`src/hdl/smsps_pkg.sv`:
```
// Shared types and constants for the six-motor step phase sequencer.
// Used by six_motor_step_phase_sequencer; depends on nothing else.
package smsps_pkg;

    // Field widths of the item formats
    localparam int FUNC_W   = 2;
    localparam int INDEX_W  = 3;
    localparam int SPEED_W  = 8;
    localparam int STEP_W   = 15;
    localparam int LINE_W   = 6;
    localparam int PHASE_W  = 4;
    localparam int CFG_IDX_W  = 2;
    localparam int CFG_DATA_W = 8;

    // Default motor count and its legal range
    localparam int MOTOR_COUNT_DEF = 6;
    localparam int MOTOR_COUNT_MAX = 16;

    // Threshold values after reset
    localparam logic [SPEED_W-1:0] SLOW_THR_RST   = 8'd1;
    localparam logic [SPEED_W-1:0] MEDIUM_THR_RST = 8'd2;
    localparam logic [SPEED_W-1:0] FAST_THR_RST   = 8'd4;

    // Configuration register indexes
    localparam logic [CFG_IDX_W-1:0] CFG_SLOW_THR   = 2'd0;
    localparam logic [CFG_IDX_W-1:0] CFG_MEDIUM_THR = 2'd1;
    localparam logic [CFG_IDX_W-1:0] CFG_FAST_THR   = 2'd2;

    // Phase position inside each group of four phases
    localparam logic [1:0] PH_DIR_PUT  = 2'd0;
    localparam logic [1:0] PH_DIR_DROP = 2'd1;
    localparam logic [1:0] PH_MOVE     = 2'd2;
    localparam logic [1:0] PH_MOVE_DROP = 2'd3;

    // Slot selected by the upper phase bits during a move phase
    localparam logic [1:0] SLOT_MEDIUM = 2'd0;
    localparam logic [1:0] SLOT_FAST_A = 2'd1;
    localparam logic [1:0] SLOT_SLOW   = 2'd2;
    localparam logic [1:0] SLOT_FAST_B = 2'd3;

    // Command codes
    typedef enum logic [FUNC_W-1:0] {
        FUNC_TICK = 2'd0,
        FUNC_LOAD = 2'd1,
        FUNC_STOP = 2'd2
    } func_t;

    // Input item
    typedef struct packed {
        func_t               func;
        logic [INDEX_W-1:0]  motor_index;
        logic [SPEED_W-1:0]  speed_value;
        logic                direction;
        logic [STEP_W-1:0]   step_count;
    } in_item_t;

    // Result item
    typedef struct packed {
        logic [LINE_W-1:0]   motor_lines;
        logic                dir_strobe;
        logic                move_strobe;
        logic [PHASE_W-1:0]  phase;
    } out_item_t;

endpackage

```
`src/hdl/six_motor_step_phase_sequencer.sv`:
```
// Top level of the six-motor step phase sequencer: command decode, motor
// state, phase counter and result register. Depends on smsps_pkg.
//
// Usage:
//   The s_ channel takes command items (tick, load one motor, full stop) with
//   valid/ready; the m_ channel returns one status item per command: motor
//   line levels, both strobe levels and the phase after that command.
//   Thresholds for the slow, medium and fast slots are written through the
//   cfg_ port (index 0, 1, 2) while no command is in flight.
//   The result of a command is registered and appears on m_ in the cycle after
//   it is accepted. Throughput: one command per cycle while m_ready is high; all
//   motors are compared and decremented in parallel during a move-phase tick, and
//   the state registers plus the result register bound the path.
//   Stall: the result register holds while m_ready is low, and s_ready drops
//   until the pending result is taken.
//   Reset (aresetn low at a clock edge): thresholds return to 1, 2 and 4;
//   phase, speeds, directions, step counts, lines and strobes clear to zero;
//   no result is pending.
module six_motor_step_phase_sequencer #(
    parameter int MOTOR_COUNT = smsps_pkg::MOTOR_COUNT_DEF
) (
    input  logic                                   aclk,
    input  logic                                   aresetn,
    // configuration write port
    input  logic                                   cfg_wr_en,
    input  logic [smsps_pkg::CFG_IDX_W-1:0]        cfg_index,
    input  logic [smsps_pkg::CFG_DATA_W-1:0]       cfg_wdata,
    // command items
    input  logic                                   s_valid,
    output logic                                   s_ready,
    input  smsps_pkg::in_item_t                    s_data,
    // result items
    output logic                                   m_valid,
    input  logic                                   m_ready,
    output smsps_pkg::out_item_t                   m_data
);

    localparam int SPEED_W = smsps_pkg::SPEED_W;
    localparam int STEP_W  = smsps_pkg::STEP_W;
    localparam int LINE_W  = smsps_pkg::LINE_W;
    localparam int PHASE_W = smsps_pkg::PHASE_W;
    // motors that own a line bit
    localparam int LANES = (MOTOR_COUNT < LINE_W) ? MOTOR_COUNT : LINE_W;

    // Thresholds
    logic [SPEED_W-1:0] slow_thr_reg;
    logic [SPEED_W-1:0] medium_thr_reg;
    logic [SPEED_W-1:0] fast_thr_reg;

    // Motor and sequencer state
    logic [PHASE_W-1:0] phase_reg,      phase_next;
    logic [SPEED_W-1:0] speed_reg       [MOTOR_COUNT];
    logic [SPEED_W-1:0] speed_next      [MOTOR_COUNT];
    logic               dir_reg         [MOTOR_COUNT];
    logic               dir_next        [MOTOR_COUNT];
    logic [STEP_W-1:0]  steps_reg       [MOTOR_COUNT];
    logic [STEP_W-1:0]  steps_next      [MOTOR_COUNT];
    logic [LINE_W-1:0]  lines_reg,      lines_next;
    logic               dir_strobe_reg, dir_strobe_next;
    logic               move_strobe_reg, move_strobe_next;

    // Result register
    logic                 m_valid_reg;
    smsps_pkg::out_item_t m_data_reg;

    logic               s_fire;
    logic [SPEED_W-1:0] slot_thr;
    logic               steps_any;

    assign s_fire  = s_valid && s_ready;
    assign s_ready = !m_valid_reg || m_ready;
    assign m_valid = m_valid_reg;
    assign m_data  = m_data_reg;

    // Select the threshold of the current move slot
    always_comb begin
        unique case (phase_reg[PHASE_W-1:2])
            smsps_pkg::SLOT_MEDIUM: slot_thr = medium_thr_reg;
            smsps_pkg::SLOT_SLOW:   slot_thr = slow_thr_reg;
            smsps_pkg::SLOT_FAST_A,
            smsps_pkg::SLOT_FAST_B: slot_thr = fast_thr_reg;
            default:                slot_thr = fast_thr_reg;
        endcase
    end

    // Next state for one accepted command
    always_comb begin
        phase_next       = phase_reg;
        lines_next       = lines_reg;
        dir_strobe_next  = dir_strobe_reg;
        move_strobe_next = move_strobe_reg;
        for (int m = 0; m < MOTOR_COUNT; m++) begin
            speed_next[m] = speed_reg[m];
            dir_next[m]   = dir_reg[m];
            steps_next[m] = steps_reg[m];
        end

        unique case (s_data.func)
            smsps_pkg::FUNC_TICK: begin
                unique case (phase_reg[1:0])
                    smsps_pkg::PH_DIR_PUT: begin
                        // put direction bits on the bus
                        lines_next = '0;
                        for (int m = 0; m < LANES; m++) begin
                            lines_next[m] = dir_reg[m];
                        end
                        dir_strobe_next = 1'b1;
                    end
                    smsps_pkg::PH_MOVE: begin
                        // step each motor fast enough with steps left
                        lines_next = '0;
                        for (int m = 0; m < MOTOR_COUNT; m++) begin
                            if (speed_reg[m] >= slot_thr && steps_reg[m] != '0) begin
                                steps_next[m] = steps_reg[m] - STEP_W'(1);
                                if (m < LANES) begin
                                    lines_next[m % LINE_W] = 1'b1;
                                end
                            end
                        end
                        move_strobe_next = 1'b1;
                    end
                    smsps_pkg::PH_DIR_DROP:  dir_strobe_next  = 1'b0;
                    smsps_pkg::PH_MOVE_DROP: move_strobe_next = 1'b0;
                    default:                 move_strobe_next = 1'b0;
                endcase
                phase_next = phase_reg + PHASE_W'(1);
            end
            smsps_pkg::FUNC_LOAD: begin
                // store one motor's command; out-of-range index is dropped
                for (int m = 0; m < MOTOR_COUNT; m++) begin
                    if (int'(s_data.motor_index) == m) begin
                        speed_next[m] = s_data.speed_value;
                        dir_next[m]   = s_data.direction;
                        steps_next[m] = s_data.step_count;
                    end
                end
            end
            smsps_pkg::FUNC_STOP: begin
                // clear speeds and counts, drop both strobes
                for (int m = 0; m < MOTOR_COUNT; m++) begin
                    speed_next[m] = '0;
                    steps_next[m] = '0;
                end
                dir_strobe_next  = 1'b0;
                move_strobe_next = 1'b0;
            end
            default: begin
                // unused code: report state unchanged
                phase_next = phase_reg;
            end
        endcase
    end

    // Configuration writes
    always_ff @(posedge aclk) begin
        if (!aresetn) begin
            slow_thr_reg   <= smsps_pkg::SLOW_THR_RST;
            medium_thr_reg <= smsps_pkg::MEDIUM_THR_RST;
            fast_thr_reg   <= smsps_pkg::FAST_THR_RST;
        end else if (cfg_wr_en) begin
            unique case (cfg_index)
                smsps_pkg::CFG_SLOW_THR:   slow_thr_reg   <= cfg_wdata;
                smsps_pkg::CFG_MEDIUM_THR: medium_thr_reg <= cfg_wdata;
                smsps_pkg::CFG_FAST_THR:   fast_thr_reg   <= cfg_wdata;
                default:                   slow_thr_reg   <= slow_thr_reg;
            endcase
        end
    end

    // Advance state on each accepted item
    always_ff @(posedge aclk) begin
        if (!aresetn) begin
            phase_reg       <= '0;
            lines_reg       <= '0;
            dir_strobe_reg  <= 1'b0;
            move_strobe_reg <= 1'b0;
            for (int m = 0; m < MOTOR_COUNT; m++) begin
                speed_reg[m] <= '0;
                dir_reg[m]   <= 1'b0;
                steps_reg[m] <= '0;
            end
        end else if (s_fire) begin
            phase_reg       <= phase_next;
            lines_reg       <= lines_next;
            dir_strobe_reg  <= dir_strobe_next;
            move_strobe_reg <= move_strobe_next;
            for (int m = 0; m < MOTOR_COUNT; m++) begin
                speed_reg[m] <= speed_next[m];
                dir_reg[m]   <= dir_next[m];
                steps_reg[m] <= steps_next[m];
            end
        end
    end

    // Result register: load on accept, hold while stalled
    always_ff @(posedge aclk) begin
        if (!aresetn) begin
            m_valid_reg <= 1'b0;
        end else if (s_fire) begin
            m_valid_reg <= 1'b1;
        end else if (m_ready) begin
            m_valid_reg <= 1'b0;
        end
    end

    always_ff @(posedge aclk) begin
        if (s_fire) begin
            m_data_reg.motor_lines <= lines_next;
            m_data_reg.dir_strobe  <= dir_strobe_next;
            m_data_reg.move_strobe <= move_strobe_next;
            m_data_reg.phase       <= phase_next;
        end
    end

    // Any step count left, for checking a stop
    always_comb begin
        steps_any = 1'b0;
        for (int m = 0; m < MOTOR_COUNT; m++) begin
            steps_any = steps_any | (steps_reg[m] != '0);
        end
    end

    // A tick advances the phase by one
    assert property (@(posedge aclk) disable iff (!aresetn)
        s_fire && s_data.func == smsps_pkg::FUNC_TICK
        |=> phase_reg == $past(phase_reg) + PHASE_W'(1))
        else $error("tick did not advance the phase");

    // Load and stop leave the phase alone
    assert property (@(posedge aclk) disable iff (!aresetn)
        s_fire && s_data.func != smsps_pkg::FUNC_TICK |=> $stable(phase_reg))
        else $error("non-tick command moved the phase");

    // A pending result reports the current phase
    assert property (@(posedge aclk) disable iff (!aresetn)
        m_valid_reg |-> m_data_reg.phase == phase_reg)
        else $error("result phase out of step with state");

    // The two strobes are never high together
    assert property (@(posedge aclk) disable iff (!aresetn)
        !(dir_strobe_reg && move_strobe_reg))
        else $error("both strobes high");

    // A stop leaves no steps pending
    assert property (@(posedge aclk) disable iff (!aresetn)
        s_fire && s_data.func == smsps_pkg::FUNC_STOP |=> !steps_any)
        else $error("steps left after stop");

endmodule

```
`config.mk`:
```
export PLATFORM = sky130hd
export DESIGN_NAME = six_motor_step_phase_sequencer
export DESIGN_NICKNAME = d
export VERILOG_FILES = /design/src/hdl/smsps_pkg.sv /design/src/hdl/six_motor_step_phase_sequencer.sv
export SDC_FILE = /design/constraint.sdc
export NUM_CORES = 1
export LEC_CHECK = 0
export ABC_AREA = 1
export ABC_CLOCK_PERIOD_IN_PS = 4580
export BUFFER_PORTS_ARGS = -buffer_cell sky130_fd_sc_hd__buf_2
export CAP_MARGIN = 5
export CORE_MARGIN = 10
export CORE_UTILIZATION = 62
export DETAILED_ROUTE_END_ITERATION = 16
export GPL_TIMING_DRIVEN = 0
export PLACE_DENSITY = 0.81
export SLEW_MARGIN = 25
export SYNTH_ARGS = -nofsm -noshare
export SYNTH_HDL_FRONTEND = slang
export SYNTH_SLANG_ARGS = --single-unit
```
`constraint.sdc`:
```
create_clock -name aclk -period 4.58 [get_ports aclk]
set_input_delay 0.458 -clock aclk [delete_from_list [all_inputs] [get_ports aclk]]
set_output_delay 0.458 -clock aclk [all_outputs]
set_load 0.01 [all_outputs]
```
Yosys cells after proc, flatten, opt, wreduce, memory -nomap -nowiden
Memory sizes are Yosys's and may differ from the RTL's.
Cells that the tools add are included.
W data, S select, Z words.
{"block": "classes", "muxes": 66, "bitwise_logic": 18, "n_lt_le_gt_ge": 6, "reduce_logical": 25, "n_eq_ne": 15, "n_addsub": 7}
{"operator": "$mux W15", "n": 18}
{"operator": "$pmux W90 S3", "n": 1}
{"operator": "$mux W8", "n": 12}
{"operator": "$pmux W48 S2", "n": 1}
{"operator": "$mux W90", "n": 1}
{"operator": "$reduce_bool A15 Y1", "n": 6}
{"operator": "$sub A15 B1 Y15 const B", "n": 6}
{"operator": "$ge A8 B8 Y1", "n": 6}
{"operator": "$mux W1", "n": 24}
{"operator": "$pmux W8 S3", "n": 1}
{"operator": "$or A1 B1 Y1", "n": 18}
{"operator": "$eq A2 B2 Y1 const B", "n": 6}
{"operator": "$eq A3 B3 Y1 const B", "n": 4}
{"operator": "$mux W6", "n": 2}
{"operator": "$pmux W6 S2", "n": 1}
{"operator": "$eq A2 B1 Y1 const B", "n": 4}
{"operator": "$logic_not A2 Y1", "n": 4}
{"operator": "$pmux W1 S2", "n": 4}
{"operator": "$logic_and A1 B1 Y1", "n": 7}
{"operator": "$reduce_and A2 Y1", "n": 3}
{"operator": "$add A4 B1 Y4 const B", "n": 1}
{"operator": "$mux W4", "n": 1}
{"operator": "$eq A3 B2 Y1 const B", "n": 1}
{"operator": "$logic_not A3 Y1", "n": 1}
{"operator": "4 further kinds", "n": 4}
{"block": "totals", "memories": 3, "output_inout_bits": 14, "input_bits": 44, "register_bits": 49, "ram_bits": 144, "elab_cells": 152}
{"memory": "steps_reg", "words": 6, "width": 15, "rd": 6, "rd_clocked_by_memory_dff": 0, "wr": 6, "line": "six_motor_step_phase_sequencer.sv:56", "rtl": "logic [STEP_W-1:0] steps_reg [MOTOR_COUNT];"}
{"memory": "speed_reg", "words": 6, "width": 8, "rd": 6, "rd_clocked_by_memory_dff": 0, "wr": 6, "line": "six_motor_step_phase_sequencer.sv:52", "rtl": "logic [SPEED_W-1:0] speed_reg [MOTOR_COUNT];"}
{"memory": "dir_reg", "words": 6, "width": 1, "rd": 6, "rd_clocked_by_memory_dff": 0, "wr": 6, "line": "six_motor_step_phase_sequencer.sv:54", "rtl": "logic dir_reg [MOTOR_COUNT];"}

Depth between registers and ports, before layout
{"block": "logic_depth", "depth_word": 9, "depth_mapped": 22, "depth_no_buf": 22}

Worst setup path before layout
Ideal clock, no wire load.
{"block": "synth_path", "path_type": "flip-flop to flip-flop", "start": "register phase_reg[2] (netlist name)", "end": "memory steps_reg[0][0], enable pin", "required_time_ns": 4.174, "t_arrival_ns": 2.832, "path_buffers": 1, "stages_incl_launch_ff": 19, "setup_slack_ns": 1.342, "period_less_slack_ns": 3.238, "setup_ns": 0.406, "path_cell_list": "dfxtp_1 -> buf_2 -> nor2_1 -> inv_1 -> o22ai_1 -> a21oi_1 -> ha_1 -> inv_1 -> nand2_1 -> nand2_1 -> nand2_1 -> nand2_1 -> nand2_1 -> nand2_1 -> nand2_1 -> nand2_1 -> nand2_1 -> a21oi_1 -> nor3_1"}
{"element": "end: declaration", "line": "six_motor_step_phase_sequencer.sv:56"}

==> impl_summary.md <==
Run status
The run finished with clean final reports.

Logic synthesis
Counting every net in the synthesized netlist gives roughly 1,300. Sorting the synthesized cells by how often they occur yields nand2_1 (283), edfxtp_1 (156), inv_1 (149). Among all cell types in the netlist, the one instantiated most often is nand2_1. The number of register bits inferred by synthesis is 193. The library cell with the largest summed area after synthesis is edfxtp_1. The mean instance size in the synthesized netlist is about 8.9 sq um.

In the synthesized netlist the async set-or-reset flop fraction comes to 0%. The sequential fraction of the synthesis area is 51.7%. The number of warnings printed during yosys synthesis is 0. The area of the mapped netlist is between 10,000 and 15,000 sq um. In this run the biggest area consumer among cell types represents between 40% and 50% of the synthesized area.

By area the synthesized netlist is led by edfxtp_1 (45%), nand2_1 (10%), dfxtp_1 (7.1%). The cell count after synthesis came out at roughly 1,200. Yosys mapped a number of flops with a built-in enable equal to 156. The prevailing post-synth register cell is edfxtp_1. The number of unique standard cell types used by synthesis is between 40 and 50.

Timing
The final max-slew violation count is 0. The count of final hold-check violations came to 0. The clock period minus worst slack is about 3.8 ns.

The final-report setup violation count is 0. For the pin with the worst max-slew slack, the measured transition is around 0.92 ns. Setup repair after global routing left no endpoint under its margin. The highest clock frequency the design can meet is 266 MHz.

In the final timing run, aggregate negative setup slack is 0 ns. Headroom to the max-slew limit came out at around two fifths. The clock arrives with around 0.0095 ns of skew. Dividing the final minimum period by the clock period gives ~80%.

Worst setup path
STA puts the critical path data required time at between 4 and 5 ns. The critical-path cell with the highest stage delay is a21oi_1. The critical path startpoint is phase_reg[2]. The signal on the critical path passes through buf_2 -> nor2_1 -> inv_1 -> o22ai_1 -> a21oi_1 -> ha_1 -> inv_1 -> nand2_1 -> nand2_1 -> nand2_1 -> nand2_1 -> nand2_1 -> nand2_1 -> nand2_1 -> nand2_1 -> nand2_1 -> a21oi_1 -> nor3_2 -> buf_4.

The highest net fanout along the worst path is 10. The critical path in this run is classified as reg2reg. The type of element capturing the critical path is a flip-flop. The highest cell delay on the worst timing path is between 0.5 and 0.6 ns.

The startpoint identified for the worst register-to-register timing path is phase_reg[2]. STA puts the critical path data arrival time at 3.90 ns. Counting stages on the worst path, the most repeated cell is nand2_1. STA classifies the critical path startpoint as a flip-flop.

Pwr
The share of total power consumed by net switching is between 20% and 30%. Combinational logic burns between 10% and 20% of the power. The power spent charging and discharging nets is roughly 1200 uW.

The maximum VDD drop is 385 uV. The share of total power dissipated in sequential elements is between 50 and 60%. The internal power of the cells totals between 3000 and 4000 uW. In this run the power density over the cells is 375 nW/um^2. The power share of the clock group is about a third.

The leakage power figure is between 0.005 and 0.006 uW.

Clock network
The tree is rooted in a clkbuf_16. The count of buffers added by post-CTS timing repair for setup is 0. The clock tree synthesis step divided the H-tree into 4 levels. The maximum clock path buffer count is 2. The number of buffers added by the clock tree synthesis step is 17. The number of cells upsized or downsized after cts is 0. The clock slew seen by the registers of the worst setup and hold paths is around 0.07 ns. The number of buffers inserted for hold repair after clock tree synthesis is 0. The clock latency on the worst-skew pair is ~0.44 ns. The number of clock sinks is just under 200.

The TritonCTS clock tree is yes.

GRT
Global routing finished with a remaining overflow of 0. The maximum number of pins on one net before global-route repair is 17. The total routing resource utilization after global routing is a little under a quarter. The via count of the first global-routing pass is between 8,000 and 9,000.

The initial antenna violation count is 0. The first global-routing pass estimated 40,600 microns of wire.

Floorplanning
The full die area is between 20,000 and 25,000 sq um. The row count is 47. The area of the placeable core is between 15,000 and 20,000 sq um. The die boundary height is 150 microns. The count of boundary I/O pins is between 50 and 60.

The initial cell density of the core is a little over three fifths. The die is between 150 and 200 microns wide.

Cells and area
At the end of the flow, the number of nets in the layout was around 1,400. The final instance count without filler cells is around 1,500. In the final layout, the share of cells above drive strength 1 is between 10% and 20%. The area taken by flip-flops and latches is roughly 5400 sq um.

The fill cell instance count of the final layout is 1,288. In the final layout, the multi-input gates occupy ~4400 sq um. The final standard cell utilization of the core is around 71%. The post-synthesis to final-layout area growth is 11.7%.

The register with the most flip-flops in the layout has 90 of them.

Placed design
The total instance count after detailed placement is around 1,500. The detailed placer's ending HPWL is approximately 18,000 microns. The number of buffers added on ports is between 50 and 60.

The final weighted congestion of routability-driven global placement is about 0.9.

Hold path
The kind of path behind the tightest hold check is in2reg. The source of the worst hold timing path is cfg_wdata[7].

Route
The routed wire length is between 20,000 and 25,000 microns. The via total after detailed routing is approximately 8,400. In the final routed layout, each cell accounts on average for roughly 17 microns.

The detailed-route wire length on metal 1 is between 9000 and 10,000 microns. The first routing iteration left 696 violations. The number of detailed-routing iterations run before antenna repair is 6. The detailed-routed wire length on met2 is 13,000 microns. After detailed routing, no signal wire sits above met4. Once detail routing completed, the nets flagged for antenna violations numbered 0. In the routed layout, each cell is associated on average with a via count of 5.63.

In the detailed route, the total length drawn on met3 is between 1000 and 1500 microns. The DRC violations left is 0.

Job
Across the run, the number of max-cap violations was 0.
## path summary, 6_finish.rpt
kind,to,cells past startpoint,slack (ns)
worst min-delay path,medium_thr_reg[7],3,0.29
worst max register to register,steps_reg[0][0],19,0.82
worst min register to register,fast_thr_reg[0],2,0.45
worst max-delay path,steps_reg[0][0],19,0.82
## kinds of logic after synthesis
group,count (synthesis),share of synthesized area [%]
buffers and inverters,185,6.89
AOI/OAI and AO/OA,172,9.11
adders and majority gates,56,6.68
DFF,193,51.7
xor gates and xnor gates,40,3.34
and+or+nand+nor,533,22.2
## critical path, delay by kind of cell (launching register included)
family / cells / cell delay [ns]
compound gates: 3 / 0.80
flops: 1 / 0.34
buf+inv: 4 / 0.80
simple gates: 11 / 1.32
fa+ha+maj: 1 / 0.21
## power by group through the flow
| stage | clock network [uW] | logic, uW | registers [uW] |
|---|---|---|---|
| detailed placement | 0 | 736 | 2230 |
| CTS | 1440 | 747 | 2200 |
| global route | 1510 | 851 | 2220 |
| global placement | 0 | 685 | 2230 |
| finish | 1440 | 752 | 2200 |
| floorplan | 0 | 527 | 2210 |
## cell usage in the layout (no fill, tap or decap), drive strengths merged, types with 7 or more instances in the layout
cell / instances
a21oi: 46
buf: 79
clkbuf: 32
dfxtp: 37
edfxtp: 156
ha: 56
inv: 165
nand2: 293
nand3: 54
nor2: 135
nor3: 36
o21ai: 93
o221ai: 7
o31ai: 8
xnor2: 22
xor2: 18
## routing by layer
| layer | GRT usage (%) | vias up |
|---|---|---|
| met5 | 0 | - |
| met4 | 6.95 | 0 |
| met3 | 3.71 | 47 |
| met2 | 41.1 | 295 |
| met1 | 26.6 | 3975 |
| li1 | - | 4098 |
## through the flow
step,hold slack [ns],area (sq um),total power [uW],setup slack (ns)
detailed placement,0.441,11100,2970,0.895
global route,0.293,11700,4580,0.572
global placement,0.436,11000,2910,0.0376
CTS,0.278,11700,4380,0.797
floorplan,0.426,10500,2740,1.34
finish,0.285,11700,4390,0.822
## area by class of cell
class	instances	area share, %
flip-flops and latches	193	46.3
diodes	1	0.0214
clock buffers	24	4.48
well taps	220	2.35
inverters	162	5.19
repair buffers	64	2.95
clock inverters	8	0.406
plain buffers	23	0.983
multi-input cells	801	37.3
No activity file was read; power rests on OpenSTA's default activity.
